`src/rtl/core/complex_arithmetic_unit_defines.svh`:
```
// Assertion macros shared by the complex arithmetic unit RTL.
`ifndef COMPLEX_ARITHMETIC_UNIT_DEFINES_SVH
`define COMPLEX_ARITHMETIC_UNIT_DEFINES_SVH

// Immediate implication checked on every clock edge outside reset.
`define CAU_ASSERT_IMPL(label, ante, cons, msg) \
  label: assert property (@(posedge clk) disable iff (rst) (ante) |-> (cons)) else $error(msg);

// Implication whose consequent is checked a fixed number of cycles later.
`define CAU_ASSERT_DELAY(label, ante, dly, cons, msg) \
  label: assert property (@(posedge clk) disable iff (rst) (ante) |-> ##(dly) (cons)) \
    else $error(msg);

`endif

```
`src/rtl/core/cau_pkg.sv`:
```
`default_nettype none
// ----------------------------------------------------------------------------
// cau_pkg
// Shared types and constants for the complex arithmetic unit.
// ----------------------------------------------------------------------------
package cau_pkg;

  localparam int PART_WIDTH_DEF = 16;
  localparam int CMD_W          = 4;
  localparam int RES_W          = 33;
  localparam int EXT_W          = 65;

  typedef enum logic [CMD_W-1:0] {
    CMD_ADD = 4'd0,
    CMD_SUB = 4'd1,
    CMD_MUL = 4'd2,
    CMD_DIV = 4'd3,
    CMD_NEG = 4'd4,
    CMD_EQ  = 4'd5,
    CMD_NE  = 4'd6,
    CMD_LE  = 4'd7,
    CMD_GE  = 4'd8,
    CMD_LT  = 4'd9,
    CMD_GT  = 4'd10
  } cmd_t;

  // Result of everything except a real quotient.
  typedef struct packed {
    logic [RES_W-1:0] re;
    logic [RES_W-1:0] im;
    logic             cmp;
    logic             st;
  } side_t;

  // Control that travels with a beat down the divider chain.
  typedef struct packed {
    logic valid;
    logic use_div;
    logic neg_re;
    logic neg_im;
  } ctrl_t;

endpackage
`default_nettype wire

```
`src/rtl/core/cau_div_cell.sv`:
```
`default_nettype none
// ----------------------------------------------------------------------------
// cau_div_cell
// One restoring-division cell: retires one quotient bit per lane per cycle.
// ----------------------------------------------------------------------------
module cau_div_cell
  import cau_pkg::*;
#(
  parameter int NW = 33,
  parameter int DW = 32
) (
  input  wire logic                  clk,
  input  wire logic                  rst,
  input  wire ctrl_t                 ctrl_in,
  input  wire side_t                 side_in,
  input  wire logic [DW-1:0]         den_in,
  input  wire logic [1:0][DW-1:0]    rem_in,
  input  wire logic [1:0][NW-1:0]    nq_in,
  output ctrl_t                      ctrl_out,
  output side_t                      side_out,
  output logic [DW-1:0]              den_out,
  output logic [1:0][DW-1:0]         rem_out,
  output logic [1:0][NW-1:0]         nq_out
);

  logic [1:0][DW+1:0] diff;

  always_comb begin
    for (int l = 0; l < 2; l++) begin
      diff[l] = {1'b0, rem_in[l], nq_in[l][NW-1]} - {2'b00, den_in};
    end
  end

  always_ff @(posedge clk) begin
    if (rst) begin
      ctrl_out.valid <= 1'b0;
    end else begin
      ctrl_out.valid <= ctrl_in.valid;
    end
    ctrl_out.use_div <= ctrl_in.use_div;
    ctrl_out.neg_re  <= ctrl_in.neg_re;
    ctrl_out.neg_im  <= ctrl_in.neg_im;
    side_out         <= side_in;
    den_out          <= den_in;
    for (int l = 0; l < 2; l++) begin
      // keep the difference when no borrow, shift the quotient bit in
      if (!diff[l][DW+1]) begin
        rem_out[l] <= diff[l][DW-1:0];
        nq_out[l]  <= {nq_in[l][NW-2:0], 1'b1};
      end else begin
        rem_out[l] <= {rem_in[l][DW-2:0], nq_in[l][NW-1]};
        nq_out[l]  <= {nq_in[l][NW-2:0], 1'b0};
      end
    end
  end

endmodule
`default_nettype wire

```
`config.mk`:
```
export PLATFORM = sky130hd
export DESIGN_NAME = cau_div_cell
export DESIGN_NICKNAME = d
export VERILOG_FILES = /design/src/rtl/core/complex_arithmetic_unit_defines.svh /design/src/rtl/core/cau_pkg.sv /design/src/rtl/core/cau_div_cell.sv
export SDC_FILE = /design/constraint.sdc
export NUM_CORES = 1
export LEC_CHECK = 0
export BUFFER_PORTS_ARGS = -buffer_cell sky130_fd_sc_hd__buf_2
export CAP_MARGIN = 20
export CORE_AREA = 2 2 181 183
export DETAILED_ROUTE_END_ITERATION = 10
export DIE_AREA = 0 0 183 185
export PLACE_DENSITY = 0.63
export SYNTH_ARGS = -nofsm -noshare
export SYNTH_HDL_FRONTEND = slang
export SYNTH_SLANG_ARGS = --single-unit
```
`constraint.sdc`:
```
create_clock -name clk -period 3.6 [get_ports clk]
set_clock_uncertainty 0.1 [all_clocks]
set_input_delay 0.18 -clock clk [delete_from_list [all_inputs] [get_ports clk]]
set_output_delay 0.18 -clock clk [all_outputs]
set_load 0.02 [all_outputs]
```
==> metrics.yaml <==
power_and_ir_drop:
  swShare_pct: 29.6
  power_uw: 7530
  cell_internal_pwr_uw: 5300
  p_leak_uw: 0.00720
  p_comb_share_pct: 25.0
  powerDensity_nw_per_um2: 505
  pwr-share-clk_pct: 36.2
  ir_drop_mv: 0.307
  power_switching_uw: 2230
  pwr-share-seq_pct: 38.8
grt:
  grt_usage_pct: 19.1
  overflow: 0
  antenna_found_initial: 1
  grt_max_degree: 57
  grt_pass1_wl_mm: 50.5
  grt_pass1_vias: 9453
timing:
  relSlewSlack_pct: 56.9
  fin_crit_ps: 3470
  finalCritPeriodShare_pct: 96.4
  tightest_slew_ps: 646
  finalSetupViolCount: 0
  fmax_ghz: 0.288
  hold_viol: 0
  finalSetupTns_ps: 0
  hold_slack_ps: 27.8
  setup_ws_ps: 129
  slew_violations: 0
  rsz0062_at_grt: "no"
logic_synthesis:
  yosysWarnings: 0
  synth_commonest_cells: "234 x dfxtp_1, 91 x a21oi_1, 71 x nor2_1"
  synth_flop_cell: "dfxtp_1"
  ys_ff_latch: 234
  avgSynthCellArea_sq_um: 10.3
  synth.area.top_cells: "dfxtp_1 52%, ha_1 9.0%, a21oi_1 5.1%, nor2_1 3.0%, xnor2_1 2.9%"
  synth-edff-count: 0
  synth_most_common_cell: "dfxtp_1"
  synth_top_area_cell: "dfxtp_1"
  synth_top_area_share_pct: 52.4
  synth_cell_types: 70
  async_reset_ff_share_pct: 0
  synth_nets: 1171
  postSynthCellCount: 869
  synthesis.area_sq_um: 8940
  yosysSeqAreaShare_pct: 52.4
critical_path:
  cp_top_family: "buffers and inverters"
  worst-path-max-fanout: 5
  cp-end-kind: "register"
  path_cells: "dlygate4sd3_1 > buf_2 > inv_1 > ha_1 > nor2b_1 > o31ai_1 > buf_4 > a211oi_1 > nor4b_2 > nor2_1 > o21a_1 > or4_1 > o311a_1 > dlygate4sd3_1"
  worstPathRequired_ps: 3910
  critical-path-max-stage-delay_ps: 550
  critPathKind: "in2reg"
  cp_num_buf_inv: 5
  cpMaxStageDelayCell: "dlygate4sd3_1"
  arrival_ps: 3780
  crit_top_cell: "dlygate4sd3_1"
  critPathLaunchType: "input pin"
min_path:
  holdPathStages: 4
  worstHoldEndpoint: "rem_out[63]"
  holdCritStartpoint: "rem_in[63]"
  hp-class: "in2reg"
floorplan:
  rows: 66
  die_w_um: 183
  core_area_sq_um: 32000
  initial_core_util_pct: 27.9
  dieArea_sq_um: 33900
  die_h_um: 185
  ios: 470
cts:
  cts.clk_slew.worst_paths_ps: 60
  clock_sinks: 234
  clockBufferDepth: 3
  cts_setup_buffers: 0
  cts-buffers-inserted: 26
  ctsRootBufferMaster: "clkbuf_16"
  cts_tree: "yes"
  htree_levels: 1
drt:
  wirelength_mm: 34.6
  avgViaCountPerCell: 4.56
  drtPass1Iterations: 5
  drc: 0
  ant_nets: 0
  route.detailed.wl_per_inst_um: 17.2
  vias: 9165
  drt_iter0_markers: 435
placed_design:
  io_buffers: 469
  placed_area_sq_um: 11700
  place_worst_setup_slack_ps: 537
  gp_congestion: 0.924
  dp_hpwl_mm: 25.1
final_layout:
  area_delta_synth_final_pct: 66.9
  nNetsFinal: 1886
  drive_gt1_share_pct: 34.1
  design_area_sq_um: 14900
outcome:
  status: "finished clean"
flow_run:
  cap_viol_max_count: 0
-- cell usage in the layout (no fill, tap or decap), types with 4 or more instances in the layout --
cell type / count
o211ai_1: 7
buf_2: 469
dfxtp_1: 234
and3_1: 9
nand3_1: 6
a211oi_1: 7
nor2b_1: 8
a21o_1: 22
nor2_1: 71
ha_1: 64
clkbuf_16: 26
nor4_1: 4
o21ai_1: 4
mux2_4: 7
xnor2_1: 30
dlygate4sd3_1: 234
o21ai_0: 38
inv_1: 43
xor2_1: 15
o21a_1: 16
nand2b_1: 8
nor3_1: 12
or2_2: 4
buf_4: 5
nand4_1: 8
o21bai_1: 6
nand2_1: 59
bufinv_16: 4
o31ai_1: 13
a31oi_1: 7
a21oi_1: 91
-- metal layers --
metal | wire [um] | vias to the layer above | GRT usage [%] | share of wire (%)
met4 | 1350 | 0 | 8.00 | 3.9
met1 | 13100 | 4220 | 20.6 | 38
met3 | 2570 | 82 | 4.92 | 7.4
met5 | 0 | - | 0 | 0
met2 | 17500 | 376 | 35.2 | 51
li1 | - | 4487 | - | -
-- repair_timing --
| action | CTS | global route |
|---|---|---|
| endpoints found under the hold margin | 232 | 0 |
| hold buffers | 234 | 0 |
| resized for setup | 0 | 1 |
| endpoints found under the setup margin | 0 | 1 |
-- worst max-delay path by stage --
stage                     from  cells after the start  slack, ps     endpoint
finish               den_in[1]                     14        130  rem_out[31]
global route         den_in[1]                     14         20  rem_out[31]
CTS                  den_in[6]                     13        150  rem_out[31]
detailed placement  den_in[13]                     12        540  rem_out[28]
global placement    den_in[16]                     12        540  rem_out[28]
floorplan            nq_in[65]                     12       1020  rem_out[62]
-- stage by stage --
| step | cells | utilization, % |
|---|---|---|
| floorplan | 869 | - |
| global placement | 1730 | 36.5 |
| detailed placement | 1730 | 36.5 |
| CTS | 2008 | 46.5 |
| global route | 2009 | 46.6 |
| finish | 2009 | 46.6 |
-- power by group through the flow --
stage | combinational, uW | sequential (uW) | clock, uW
3_3_place_gp | 1650 | 2970 | 0
3_5_place_dp | 1650 | 2970 | 0
6_report | 1880 | 2920 | 2730
2_1_floorplan | 704 | 3310 | 0
5_1_grt | 2030 | 2940 | 2920
4_1_cts | 1870 | 2920 | 2780
-- cell families (layout without fill, tap and decap cells) --
group / count (synthesis) / after routing / share of synthesized area, %
muxes: 7 / 7 / 1.18
xor gates and xnor gates: 45 / 45 / 4.41
buffers and inverters: 65 / 796 / 3.50
DFF: 234 / 234 / 52.4
other: 0 / 1 / 0
adders and majority gates: 66 / 66 / 9.40
AOI/OAI and AO/OA: 244 / 244 / 18.0
and+or+nand+nor: 208 / 208 / 11.2
-- flip-flops by register name, indices dropped and copies added (netlist names) --
signal and flops:
nq_out 66, den_out 32, rem_out 64, ctrl_out 4, side_out 68
-- layout make-up --
class / count / area, sq um
inverters: 44 / 165
fillers: 2964 / 17100
diodes: 1 / 2.50
clock buffers: 31 / 689
repair buffers: 708 / 4730
clock inverters: 13 / 194
multi-input cells: 570 / 3950
well taps: 408 / 510
flip-flops and latches: 234 / 4680
(Power assumes the default switching activity.)
